<file path="src/sv/ber_pkg.sv">
// ber_pkg: widths, opcodes, multiplier selects, move codes and the control/status structs
// of the ellipse rasterizer. No dependencies; imported by every module.
`default_nettype none

package ber_pkg;

  // field widths
  localparam int AXIS_BITS  = 11;
  localparam int COORD_BITS = 12;
  localparam int OUT_BITS   = 13;

  // derived datapath widths
  localparam int SQ_BITS    = 2 * AXIS_BITS;      // squared semi-axis
  localparam int OFF_BITS   = AXIS_BITS + 1;      // x offset, reaches a + 1
  localparam int Y_BITS     = AXIS_BITS + 2;      // signed y offset, reaches -1
  localparam int MUL_L_BITS = SQ_BITS + 1;        // signed left multiplier operand
  localparam int PROD_BITS  = MUL_L_BITS + Y_BITS;
  localparam int ERR_BITS   = PROD_BITS;
  localparam int DEC_BITS   = ERR_BITS + 3;       // headroom for decision sums
  localparam int CALC_BITS  = 32;                 // coordinate sums before masking

  // opcodes
  localparam logic OP_START = 1'b0;
  localparam logic OP_STEP  = 1'b1;

  // multiplier operand selects
  localparam logic [1:0] MUL_SQUARE = 2'd0;
  localparam logic [1:0] MUL_STEP   = 2'd1;
  localparam logic [1:0] MUL_NEXT   = 2'd2;

  // move codes
  localparam logic [1:0] MOVE_HORIZ = 2'd0;
  localparam logic [1:0] MOVE_VERT  = 2'd1;
  localparam logic [1:0] MOVE_DIAG  = 2'd2;

  typedef struct packed {
    logic       load_start;
    logic       square_en;
    logic       prod_en;
    logic [1:0] mul_sel;
    logic       decide;
    logic       init_err;
    logic       update;
  } ber_cmd_t;

  typedef struct packed {
    logic last;
    logic out_busy;
  } ber_sts_t;

endpackage

`default_nettype wire

</file>
<file path="src/sv/ber_ctrl.sv">
// ber_ctrl: sequencer of the ellipse rasterizer, start and step phases.
// Depends on ber_pkg; drives commands into ber_dp.
`default_nettype none

module ber_ctrl (
  input  wire               clk,
  input  wire               rst,
  input  wire               in_valid,
  output logic              in_ready,
  input  wire               opcode,
  input  ber_pkg::ber_sts_t sts,
  output ber_pkg::ber_cmd_t cmd
);
  import ber_pkg::*;

  localparam logic [2:0] ST_IDLE   = 3'd0;
  localparam logic [2:0] ST_SQUARE = 3'd1;
  localparam logic [2:0] ST_PROD   = 3'd2;
  localparam logic [2:0] ST_INIT   = 3'd3;
  localparam logic [2:0] ST_DECIDE = 3'd4;
  localparam logic [2:0] ST_NEXT   = 3'd5;
  localparam logic [2:0] ST_UPDATE = 3'd6;

  logic [2:0] state, state_next;
  logic       active, active_next;

  // next state and commands
  always_comb begin
    state_next  = state;
    active_next = active;
    in_ready    = 1'b0;
    cmd         = '0;
    cmd.mul_sel = MUL_STEP;
    unique case (state)
      ST_IDLE: begin
        in_ready    = 1'b1;
        cmd.prod_en = 1'b1;
        if (in_valid) begin
          if (opcode == OP_START) begin
            cmd.load_start = 1'b1;
            active_next    = 1'b0;
            state_next     = ST_SQUARE;
          end else if (active) begin
            state_next = ST_DECIDE;
          end
        end
      end
      ST_SQUARE: begin
        cmd.mul_sel   = MUL_SQUARE;
        cmd.square_en = 1'b1;
        state_next    = ST_PROD;
      end
      ST_PROD: begin
        cmd.prod_en = 1'b1;
        state_next  = ST_INIT;
      end
      ST_INIT: begin
        cmd.init_err = 1'b1;
        active_next  = 1'b1;
        state_next   = ST_IDLE;
      end
      ST_DECIDE: begin
        cmd.decide = 1'b1;
        state_next = ST_NEXT;
      end
      ST_NEXT: begin
        cmd.mul_sel = MUL_NEXT;
        cmd.prod_en = 1'b1;
        state_next  = ST_UPDATE;
      end
      ST_UPDATE: begin
        // wait here while the output register still holds an untaken beat
        if (!sts.out_busy) begin
          cmd.update  = 1'b1;
          active_next = !sts.last;
          state_next  = ST_IDLE;
        end
      end
      default: begin
        state_next = ST_IDLE;
      end
    endcase
  end

  // state registers
  always_ff @(posedge clk) begin
    if (rst) begin
      state  <= ST_IDLE;
      active <= 1'b0;
    end else begin
      state  <= state_next;
      active <= active_next;
    end
  end

endmodule

`default_nettype wire

</file>
<file path="src/sv/ber_dp.sv">
// ber_dp: datapath of the ellipse rasterizer: two shared multipliers,
// error term, offsets and the output register. Depends on ber_pkg.
`default_nettype none

module ber_dp (
  input  wire                                   clk,
  input  wire                                   rst,
  input  ber_pkg::ber_cmd_t                     cmd,
  output ber_pkg::ber_sts_t                     sts,
  input  wire [ber_pkg::COORD_BITS-1:0]         center_x,
  input  wire [ber_pkg::COORD_BITS-1:0]         center_y,
  input  wire [ber_pkg::AXIS_BITS-1:0]          semi_axis_x,
  input  wire [ber_pkg::AXIS_BITS-1:0]          semi_axis_y,
  output logic                                  out_valid,
  input  wire                                   out_ready,
  output logic [ber_pkg::OUT_BITS-1:0]          x_right,
  output logic signed [ber_pkg::OUT_BITS-1:0]   x_left,
  output logic [ber_pkg::OUT_BITS-1:0]          y_down,
  output logic signed [ber_pkg::OUT_BITS-1:0]   y_up,
  output logic                                  last_point
);
  import ber_pkg::*;

  logic [COORD_BITS-1:0]        origin_x, origin_y;
  logic [AXIS_BITS-1:0]         axis_a, axis_b;
  logic [SQ_BITS-1:0]           a2, b2;
  logic [OFF_BITS-1:0]          x, nx;
  logic signed [Y_BITS-1:0]     y, ny;
  logic signed [ERR_BITS-1:0]   err;
  logic signed [PROD_BITS-1:0]  pa, pb;
  logic [1:0]                   move;

  logic signed [MUL_L_BITS-1:0] mla, mlb;
  logic signed [Y_BITS-1:0]     mra, mrb;
  logic signed [PROD_BITS-1:0]  prod_a, prod_b;

  logic signed [DEC_BITS-1:0]   err_w, pa_w, pb_w, a2_w, b2_w;
  logic signed [DEC_BITS-1:0]   d_neg, d_pos, err_upd, err_init;
  logic [1:0]                   move_next;

  // multiplier operand select
  always_comb begin
    unique case (cmd.mul_sel)
      MUL_SQUARE: begin
        mla = $signed(MUL_L_BITS'(axis_a));
        mra = $signed(Y_BITS'(axis_a));
        mlb = $signed(MUL_L_BITS'(axis_b));
        mrb = $signed(Y_BITS'(axis_b));
      end
      MUL_NEXT: begin
        mla = $signed(MUL_L_BITS'(a2));
        mra = ny;
        mlb = $signed(MUL_L_BITS'(b2));
        mrb = $signed(Y_BITS'(nx));
      end
      default: begin
        mla = $signed(MUL_L_BITS'(a2));
        mra = y;
        mlb = $signed(MUL_L_BITS'(b2));
        mrb = $signed(Y_BITS'(x));
      end
    endcase
  end

  assign prod_a = mla * mra;
  assign prod_b = mlb * mrb;

  // widened operands
  assign err_w = DEC_BITS'(err);
  assign pa_w  = DEC_BITS'(pa);
  assign pb_w  = DEC_BITS'(pb);
  assign a2_w  = $signed(DEC_BITS'(a2));
  assign b2_w  = $signed(DEC_BITS'(b2));

  // secondary decision values
  assign d_neg = ((err_w + pa_w) <<< 1) - a2_w;
  assign d_pos = ((err_w - pb_w) <<< 1) - b2_w;

  // move choice from error sign and decision value
  always_comb begin
    priority if (err < 0) begin
      move_next = (d_neg < 0) ? MOVE_HORIZ : MOVE_DIAG;
    end else if (err > 0) begin
      move_next = (d_pos > 0) ? MOVE_VERT : MOVE_DIAG;
    end else begin
      move_next = MOVE_DIAG;
    end
  end

  // error update with products of the moved offsets
  always_comb begin
    unique case (move)
      MOVE_HORIZ: err_upd = err_w + (pb_w <<< 1) + b2_w;
      MOVE_VERT:  err_upd = err_w - (pa_w <<< 1) + a2_w;
      default:    err_upd = err_w + ((pb_w - pa_w) <<< 1) + a2_w + b2_w;
    endcase
  end

  assign err_init = a2_w + b2_w - (pa_w <<< 1);

  // status
  assign sts.last     = ny[Y_BITS-1];
  assign sts.out_busy = out_valid && !out_ready;

  // working registers
  always_ff @(posedge clk) begin
    if (cmd.load_start) begin
      origin_x <= center_x;
      origin_y <= center_y;
      axis_a   <= semi_axis_x;
      axis_b   <= semi_axis_y;
      x        <= '0;
      y        <= $signed(Y_BITS'(semi_axis_y));
    end
    if (cmd.square_en) begin
      a2 <= SQ_BITS'(prod_a);
      b2 <= SQ_BITS'(prod_b);
    end
    if (cmd.prod_en) begin
      pa <= prod_a;
      pb <= prod_b;
    end
    if (cmd.init_err) begin
      err <= ERR_BITS'(err_init);
    end
    if (cmd.decide) begin
      move <= move_next;
      nx   <= (move_next != MOVE_VERT) ? x + OFF_BITS'(1) : x;
      ny   <= (move_next != MOVE_HORIZ) ? y - $signed(Y_BITS'(1)) : y;
    end
    if (cmd.update) begin
      x   <= nx;
      y   <= ny;
      err <= ERR_BITS'(err_upd);
    end
  end

  // output register payload
  always_ff @(posedge clk) begin
    if (cmd.update) begin
      x_right    <= OUT_BITS'(CALC_BITS'(origin_x) + CALC_BITS'(x));
      x_left     <= $signed(OUT_BITS'(CALC_BITS'(origin_x) - CALC_BITS'(x)));
      y_down     <= OUT_BITS'(CALC_BITS'(origin_y) + CALC_BITS'($unsigned(y)));
      y_up       <= $signed(OUT_BITS'(CALC_BITS'(origin_y) - CALC_BITS'($unsigned(y))));
      last_point <= ny[Y_BITS-1];
    end
  end

  // output beat valid
  always_ff @(posedge clk) begin
    if (rst) begin
      out_valid <= 1'b0;
    end else if (cmd.update) begin
      out_valid <= 1'b1;
    end else if (out_ready) begin
      out_valid <= 1'b0;
    end
  end

endmodule

`default_nettype wire

</file>
<file path="src/sv/bresenham_ellipse_raster.sv">
// bresenham_ellipse_raster: axis-aligned ellipse rasterizer, top level.
// Depends on ber_pkg, ber_ctrl and ber_dp.
//
// Input channel (in_valid/in_ready): opcode 0 loads center and semi-axes
// and produces no output beat; opcode 1 produces one beat per point set
// while an ellipse is running, and nothing when idle.
// Output channel (out_valid/out_ready): the four mirrored coordinates and
// last_point, which marks the final point set; the block then goes idle.
// Sequence: a start beat runs through accept, square both axes, multiply
// a2 by b and form the initial error. A step beat runs through accept with
// the a2*y and b2*x products, decide the move, multiply the moved offsets,
// then update the error and load the output register; the next beat is
// only accepted after that update. The sequence is set by the two shared
// multipliers, each used twice per step.
// Reset clears the sequencer, the running flag and out_valid.
// When the receiver stalls, the block still accepts the next beat; its
// result waits in the update step until the output register is free.
`default_nettype none

module bresenham_ellipse_raster (
  input  wire                                 clk,
  input  wire                                 rst,
  input  wire                                 in_valid,
  output logic                                in_ready,
  input  wire                                 opcode,
  input  wire [ber_pkg::COORD_BITS-1:0]       center_x,
  input  wire [ber_pkg::COORD_BITS-1:0]       center_y,
  input  wire [ber_pkg::AXIS_BITS-1:0]        semi_axis_x,
  input  wire [ber_pkg::AXIS_BITS-1:0]        semi_axis_y,
  output logic                                out_valid,
  input  wire                                 out_ready,
  output logic [ber_pkg::OUT_BITS-1:0]        x_right,
  output logic signed [ber_pkg::OUT_BITS-1:0] x_left,
  output logic [ber_pkg::OUT_BITS-1:0]        y_down,
  output logic signed [ber_pkg::OUT_BITS-1:0] y_up,
  output logic                                last_point
);
  import ber_pkg::*;

  ber_cmd_t cmd;
  ber_sts_t sts;

  // sequencer
  ber_ctrl u_ctrl (
    .clk      (clk),
    .rst      (rst),
    .in_valid (in_valid),
    .in_ready (in_ready),
    .opcode   (opcode),
    .sts      (sts),
    .cmd      (cmd)
  );

  // arithmetic and output register
  ber_dp u_dp (
    .clk         (clk),
    .rst         (rst),
    .cmd         (cmd),
    .sts         (sts),
    .center_x    (center_x),
    .center_y    (center_y),
    .semi_axis_x (semi_axis_x),
    .semi_axis_y (semi_axis_y),
    .out_valid   (out_valid),
    .out_ready   (out_ready),
    .x_right     (x_right),
    .x_left      (x_left),
    .y_down      (y_down),
    .y_up        (y_up),
    .last_point  (last_point)
  );

  // an update never overwrites an untaken beat
  assert property (@(posedge clk) disable iff (rst) !(cmd.update && sts.out_busy))
    else $error("update while output register busy");

  // no step work while the input side is open
  assert property (@(posedge clk) disable iff (rst)
    in_ready |-> (!cmd.update && !cmd.decide))
    else $error("step command while accepting input");

  // a start passes through the square, product and init states before input opens again
  assert property (@(posedge clk) disable iff (rst)
    (in_valid && in_ready && opcode == OP_START) |=>
      !in_ready ##1 !in_ready ##1 !in_ready ##1 in_ready)
    else $error("start sequence length wrong");

  // a new output beat only comes from an update
  assert property (@(posedge clk) disable iff (rst)
    $rose(out_valid) |-> $past(cmd.update))
    else $error("output beat without update");

endmodule

`default_nettype wire

</file>
<file path="config.mk">
export PLATFORM = sky130hd
export DESIGN_NAME = bresenham_ellipse_raster
export DESIGN_NICKNAME = d
export VERILOG_FILES = /design/src/sv/ber_pkg.sv /design/src/sv/ber_ctrl.sv /design/src/sv/ber_dp.sv /design/src/sv/bresenham_ellipse_raster.sv
export SDC_FILE = /design/constraint.sdc
export NUM_CORES = 2
export LEC_CHECK = 0
export BUFFER_PORTS_ARGS = -buffer_cell sky130_fd_sc_hd__buf_2
export CAP_MARGIN = 10
export CORE_MARGIN = 4
export CORE_UTILIZATION = 25
export DETAILED_ROUTE_END_ITERATION = 10
export GPL_TIMING_DRIVEN = 1
export HOLD_SLACK_MARGIN = 0.06
export PLACE_DENSITY = 0.43
export SYNTH_ARGS = -nofsm -noshare
export SYNTH_HDL_FRONTEND = slang
export SYNTH_SLANG_ARGS = --single-unit
</file>
<file path="constraint.sdc">
create_clock -name clk -period 8.99 [get_ports clk]
set_input_delay 0.4495 -clock clk [delete_from_list [all_inputs] [get_ports clk]]
set_output_delay 0.4495 -clock clk [all_outputs]
set_load 0.005 [all_outputs]
</file>
### Yosys cells after proc, flatten, opt, wreduce, memory -nomap -nowiden

Cells that the tools add are included.
W data, S select, Z words.

| storage, ports and cells | value |
|---|---|
| bits of input ports | 51 |
| output and inout bits | 55 |
| word-level logic and storage cells | 114 |
| register bits after elaboration | 306 |

| cells by class | value |
|---|---|
| add/sub/neg operators | 20 |
| magnitude comparators | 4 |
| equal/unequal tests | 13 |
| reductions and logical operators | 14 |
| mux-type cells | 39 |
| $mul | 2 |

Operators by type and width:

| kind | count |
|---|---|
| $add A36 B23 Y36 | 4 |
| $sub A39 B23 Y39 | 2 |
| $add A36 B36 Y36 | 2 |
| $mux W36 | 2 |
| $pmux W36 S2 | 1 |
| $sub A36 B36 Y36 | 2 |
| $mux W22 | 2 |
| $gt A39 B1 Y1 const B | 1 |
| $lt A39 B1 Y1 const B | 1 |
| $mux W13 | 3 |
| $add A36 B36 Y37 | 1 |
| $sub A36 B35 Y37 | 1 |
| $gt A36 B1 Y1 const B | 1 |
| $lt A36 B1 Y1 const B | 1 |
| $mul A23 B13 Y36 | 1 |
| $mux W12 | 3 |
| $sub A35 B35 Y35 | 1 |
| $mul A22 B12 Y34 | 1 |
| $pmux W13 S2 | 1 |
| $pmux W12 S2 | 1 |
| $add A22 B22 Y23 | 1 |
| $pmux W3 S6 | 1 |
| $mux W1 | 15 |
| $add A12 B12 Y13 | 1 |
| other kinds (26) | 42 |

### Logic depth before layout (Yosys ltp)

| depth | value |
|---|---|
| depth in word-level cells | 8 |
| gate-level depth with buffers | 35 |
| gate-level depth less buffers | 32 |

### Modules after synthesis

Synthesis repeated with hierarchy kept, for this count alone.

| second synthesis, totals | value |
|---|---|
| cell total of the unflattened synthesis | 5323 |
| area total of the unflattened synthesis | 47944.7 um^2 |

By module, submodules not included:

| module | area each (um^2) | cells each | sequential area each (um^2) | instances |
|---|---|---|---|---|
| ber_dp | 47641.9 | 5289 | 9058.7 | 1 |
| ber_ctrl | 302.8 | 34 | 80.1 | 1 |

### Worst setup path after synthesis

OpenSTA, ideal clock, no wires.

| path | value |
|---|---|
| path type | register to register |
| start | register u_ctrl.state[1] |
| end | register u_dp.pb[33] (data pin) |
| stages on the path, launching flop included | 30 |
| library setup time | 0.265 ns |
| setup slack | 1.058 ns |
| arrival | 7.667 ns |
| clock period less this slack | 7.932 ns |
| required time | 8.725 ns |
| cell sequence | dfxtp_1 -> clkbuf_1 -> nor2b_1 -> nand2b_1 -> clkbuf_1 -> inv_1 -> clkbuf_1 -> clkbuf_1 -> o21ai_1 -> nand2_1 -> fa_1 -> fa_1 -> inv_1 -> fa_1 -> fa_1 -> inv_1 -> fa_1 -> inv_1 -> ha_1 -> a21o_1 -> a21o_1 -> nor2_1 -> o21ai_0 -> o211ai_1 -> a2111oi_0 -> o31ai_1 -> o22ai_1 -> o21ai_0 -> a21oi_1 -> a31oi_1 |

| between the ends | value |
|---|---|
| word-level cells in the longest chain between the ends | 5 |
| elaborated cells between the ends (all ways) | 8 |

Ends and longest elaborated chain:

| item | RTL line | text |
|---|---|---|
| from (decl) | ber_ctrl.sv:24 | `logic [2:0] state, state_next;` |
| from (signal assigned) | ber_ctrl.sv:91 | `state <= state_next;` |
| $eq A3 B3 Y1 / $eq A3 B1 Y1 (equally long branches) | ber_ctrl.sv:34 | `unique case (state)` |
| $pmux W2 S2 (*) | ber_ctrl.sv:34 |  |
| $eq A2 B2 Y1 / $logic_not A2 Y1 (equally long branches) | ber_dp.sv:43 | `unique case (cmd.mul_sel)` |
| $pmux W12 S2 / $mux W22 (equally long branches) | ber_dp.sv:43 |  |
| $mul A22 B12 Y34 (*) | ber_dp.sv:66 | `assign prod_b = mlb * mrb;` |
| named net u_dp.prod_b[33] | ber_dp.sv:35 | `logic signed [PROD_BITS-1:0] prod_a, prod_b;` |
| to (signal assigned) | ber_dp.sv:121 | `pb <= prod_b;` |
| to (decl) | ber_dp.sv:30 | `logic signed [PROD_BITS-1:0] pa, pb;` |

Mark *: on every way through the listed nets, which the timed path passes. The rest lies on a longest branch.
A chain may end at the register's enable or synchronous reset.

### Worst setup path after layout

Same ends and word-level chain as after synthesis.

==> flow_metrics.env <==
export IMPL_status="finished, final reports clean"
export IMPL_nets=6586
export IMPL_slew_viol_final=0
export IMPL_wl_per_cell_um=19.3
export IMPL_rsz0062_at_grt="false"
export IMPL_cts_root_buf="clkbuf_16"
export IMPL_clock_sinks=304
export IMPL_overflow=0
export IMPL_dp_hpwl_um=130000
export IMPL_start_kind="flip-flop"
export IMPL_yosys_top_cells_area="fa_1, edfxtp_1, ha_1, inv_1, nand2_1"
export IMPL_path_max_fanout=63
export IMPL_critPathKind="reg2reg"
export IMPL_grt_busiest_layer="met2"
export IMPL_ys_warnings_count=0
export IMPL_grt_max_degree=84
export IMPL_timing_final_crit_share_pct=94.2
export IMPL_grt_pass1_vias=37400
export IMPL_ant_nets=0
export IMPL_die_x_um=440
export IMPL_gr_usage_all_layers_pct=15.7
export IMPL_path_clk_slew_ns=0.07
export IMPL_synth_seq_area_share_pct=19.4
export IMPL_tightest_slew_ns=1.13
export IMPL_syn_area_per_cell_um2=8.96
export IMPL_clk_path_buf_depth=3
export IMPL_fin_crit_ns=8.47
export IMPL_hold_class="in2reg"
export IMPL_io_buffers=105
export IMPL_synth_flop_cell="edfxtp_1"
export IMPL_cp_slowest_cell="o21ai_1"
export IMPL_end_kind="flip-flop"
export IMPL_use_met3_pct=1.78
export IMPL_grt_first_pass_wirelength_um=234000
export IMPL_drive_gt1_share_pct=5.98
export IMPL_synthToLayoutAreaGrowth_pct=12.9
export IMPL_cap_viol_max_count=0
export IMPL_vias=36700
export IMPL_rows=158
export IMPL_synth_common_cells="inv_1, ha_1, nand2_1"
export IMPL_worstPathRequired_ns=9.43
export IMPL_core_area_mm2=0.186
export IMPL_pin_count=106
export IMPL_via_per_inst=4.62
export IMPL_ys_ff_latch=304
export IMPL_htree_levels=2
export IMPL_syn_area_mm2=0.0467
export IMPL_netlist_area_leader_share_pct=22.1
export IMPL_async_flop_share_pct=0
export IMPL_grt_antenna_before_repair=1
export IMPL_setup_tns_ns=0
export IMPL_synth_top_area_cell="fa_1"
export IMPL_clock_skew_final_ns=0.0331
export IMPL_gp_congestion=0.882
export IMPL_setup_viol=0
export IMPL_worstSkewPairLatency_ns=0.62
export IMPL_hold_violations=0
export IMPL_crit_path_frequent_cell="fa_1"
export IMPL_met1_usage_pct=21.5
export IMPL_remaining_drc_errors=0
export IMPL_dieArea_mm2=0.194
export IMPL_synth_edf_count=299
export IMPL_die_h_um=440
export IMPL_ys_types=74
export IMPL_diodes=0
export IMPL_grtUsageMet2_pct=27.0
export IMPL_fmax_mhz=118
export IMPL_cp_arrival_ns=8.91
export IMPL_synth_net_count=6369
export IMPL_cts_tree="done"
export IMPL_syn_inst=5220
export IMPL_relSlewSlack_pct=24.9
export IMPL_firstDrtPassIters=6
export IMPL_start_util_pct=25.2
export IMPL_drt_initial_drc_count=2377
export IMPL_post_synth_top_count_cell="inv_1"
export IMPL_cts_buffers=43
export IMPL_max_stage_delay_ns=0.76
export IMPL_wirelength_um=154000
==> worst max-delay path: cells and delay by family (launching register included) <==
kind / cells / cell delay, ns
fa+ha+maj: 6 / 2.83
compound gates: 12 / 3.08
simple gates: 4 / 0.75
buf+inv: 6 / 0.80
flops: 1 / 0.71
==> final cells by class <==
cell class | count | area (um2)
Timing Repair Buffer | 265 | 1860
Sequential cell | 304 | 9080
Multi-Input combinational cell | 4018 | 34300
Inverter | 805 | 3030
Clock buffer | 50 | 1100
Tap cell | 2480 | 3100
Fill cell | 19900 | 133000
Clock inverter | 28 | 290
==> final timing paths <==
path	start	to	slack, ns	cells after the start
worst max-delay path	u_ctrl.state[1]$_SDFFE_PP0P_	u_dp.pb[33]$_DFFE_PP_	0.52	28
worst max register to register	u_ctrl.state[1]$_SDFFE_PP0P_	u_dp.pb[33]$_DFFE_PP_	0.52	28
worst min-delay path	out_ready	u_dp.out_valid$_SDFFE_PP0P_	0.28	3
worst min register to register	u_ctrl.active$_SDFFE_PP0P_	u_ctrl.active$_SDFFE_PP0P_	0.50	2
==> cell usage in the layout, fill, tap and decap left out, drive strengths merged, types with 115 or more instances in the layout <==
cell type	n
xor2	115
a21o	128
nor2	462
xnor2	215
nand2	570
ha	582
o21ai	199
inv	806
buf	218
fa	516
a21oi	330
edfxtp	299
==> kinds of logic after synthesis <==
family / count (synthesis) / share of synthesized area (%)
flip-flops: 304 / 19.4
XOR/XNOR: 330 / 6.18
AND/OR/NAND/NOR: 1524 / 14.6
adder cells (fa/ha/maj): 1098 / 37.7
multiplexers: 55 / 1.18
buffers and inverters: 898 / 7.23
AO/OA/AOI/OAI: 1011 / 13.7
==> stage by stage <==
step                      cells  area (um2)  setup slack [ns]  hold slack [ns]  util [%]
final                      7950       52800             0.519            0.278      28.4
after global routing       7950       52800            0.0351            0.314      28.4
after CTS                  7950       52800             0.559            0.221      28.4
after detailed placement   7825       50900             0.598            0.488      27.4
after global placement     7825       50900             0.663            0.489      27.4
after floorplan            5220       46700              1.06            0.459         -
==> registers in the layout, summed over array words and instances, names as in the netlist, 13 cells and up <==
register / count
u_dp.y: 13
u_dp.pa: 36
u_dp.y_up: 13
u_dp.x_left: 13
u_dp.a2: 22
u_dp.pb: 34
u_dp.err: 36
u_dp.ny: 13
u_dp.b2: 22
==> per-layer routing <==
metal  share of wire [%]  wire, um
met1                  46     71300
met2                  48     73300
met3                 4.1      6330
met4                 1.7      2620
met5                   0         0
==> what timing repair did <==
item                                    4_1_cts  5_1_grt
resized for setup                             0        2
endpoints found under the setup margin        0        2
hold buffers                                 47        0
setup buffers                                 0        0
hold endpoints to repair                     49        0
Power is not shown: default switching activity piles up to over one toggle a cycle in this logic, so the estimate is an artifact.
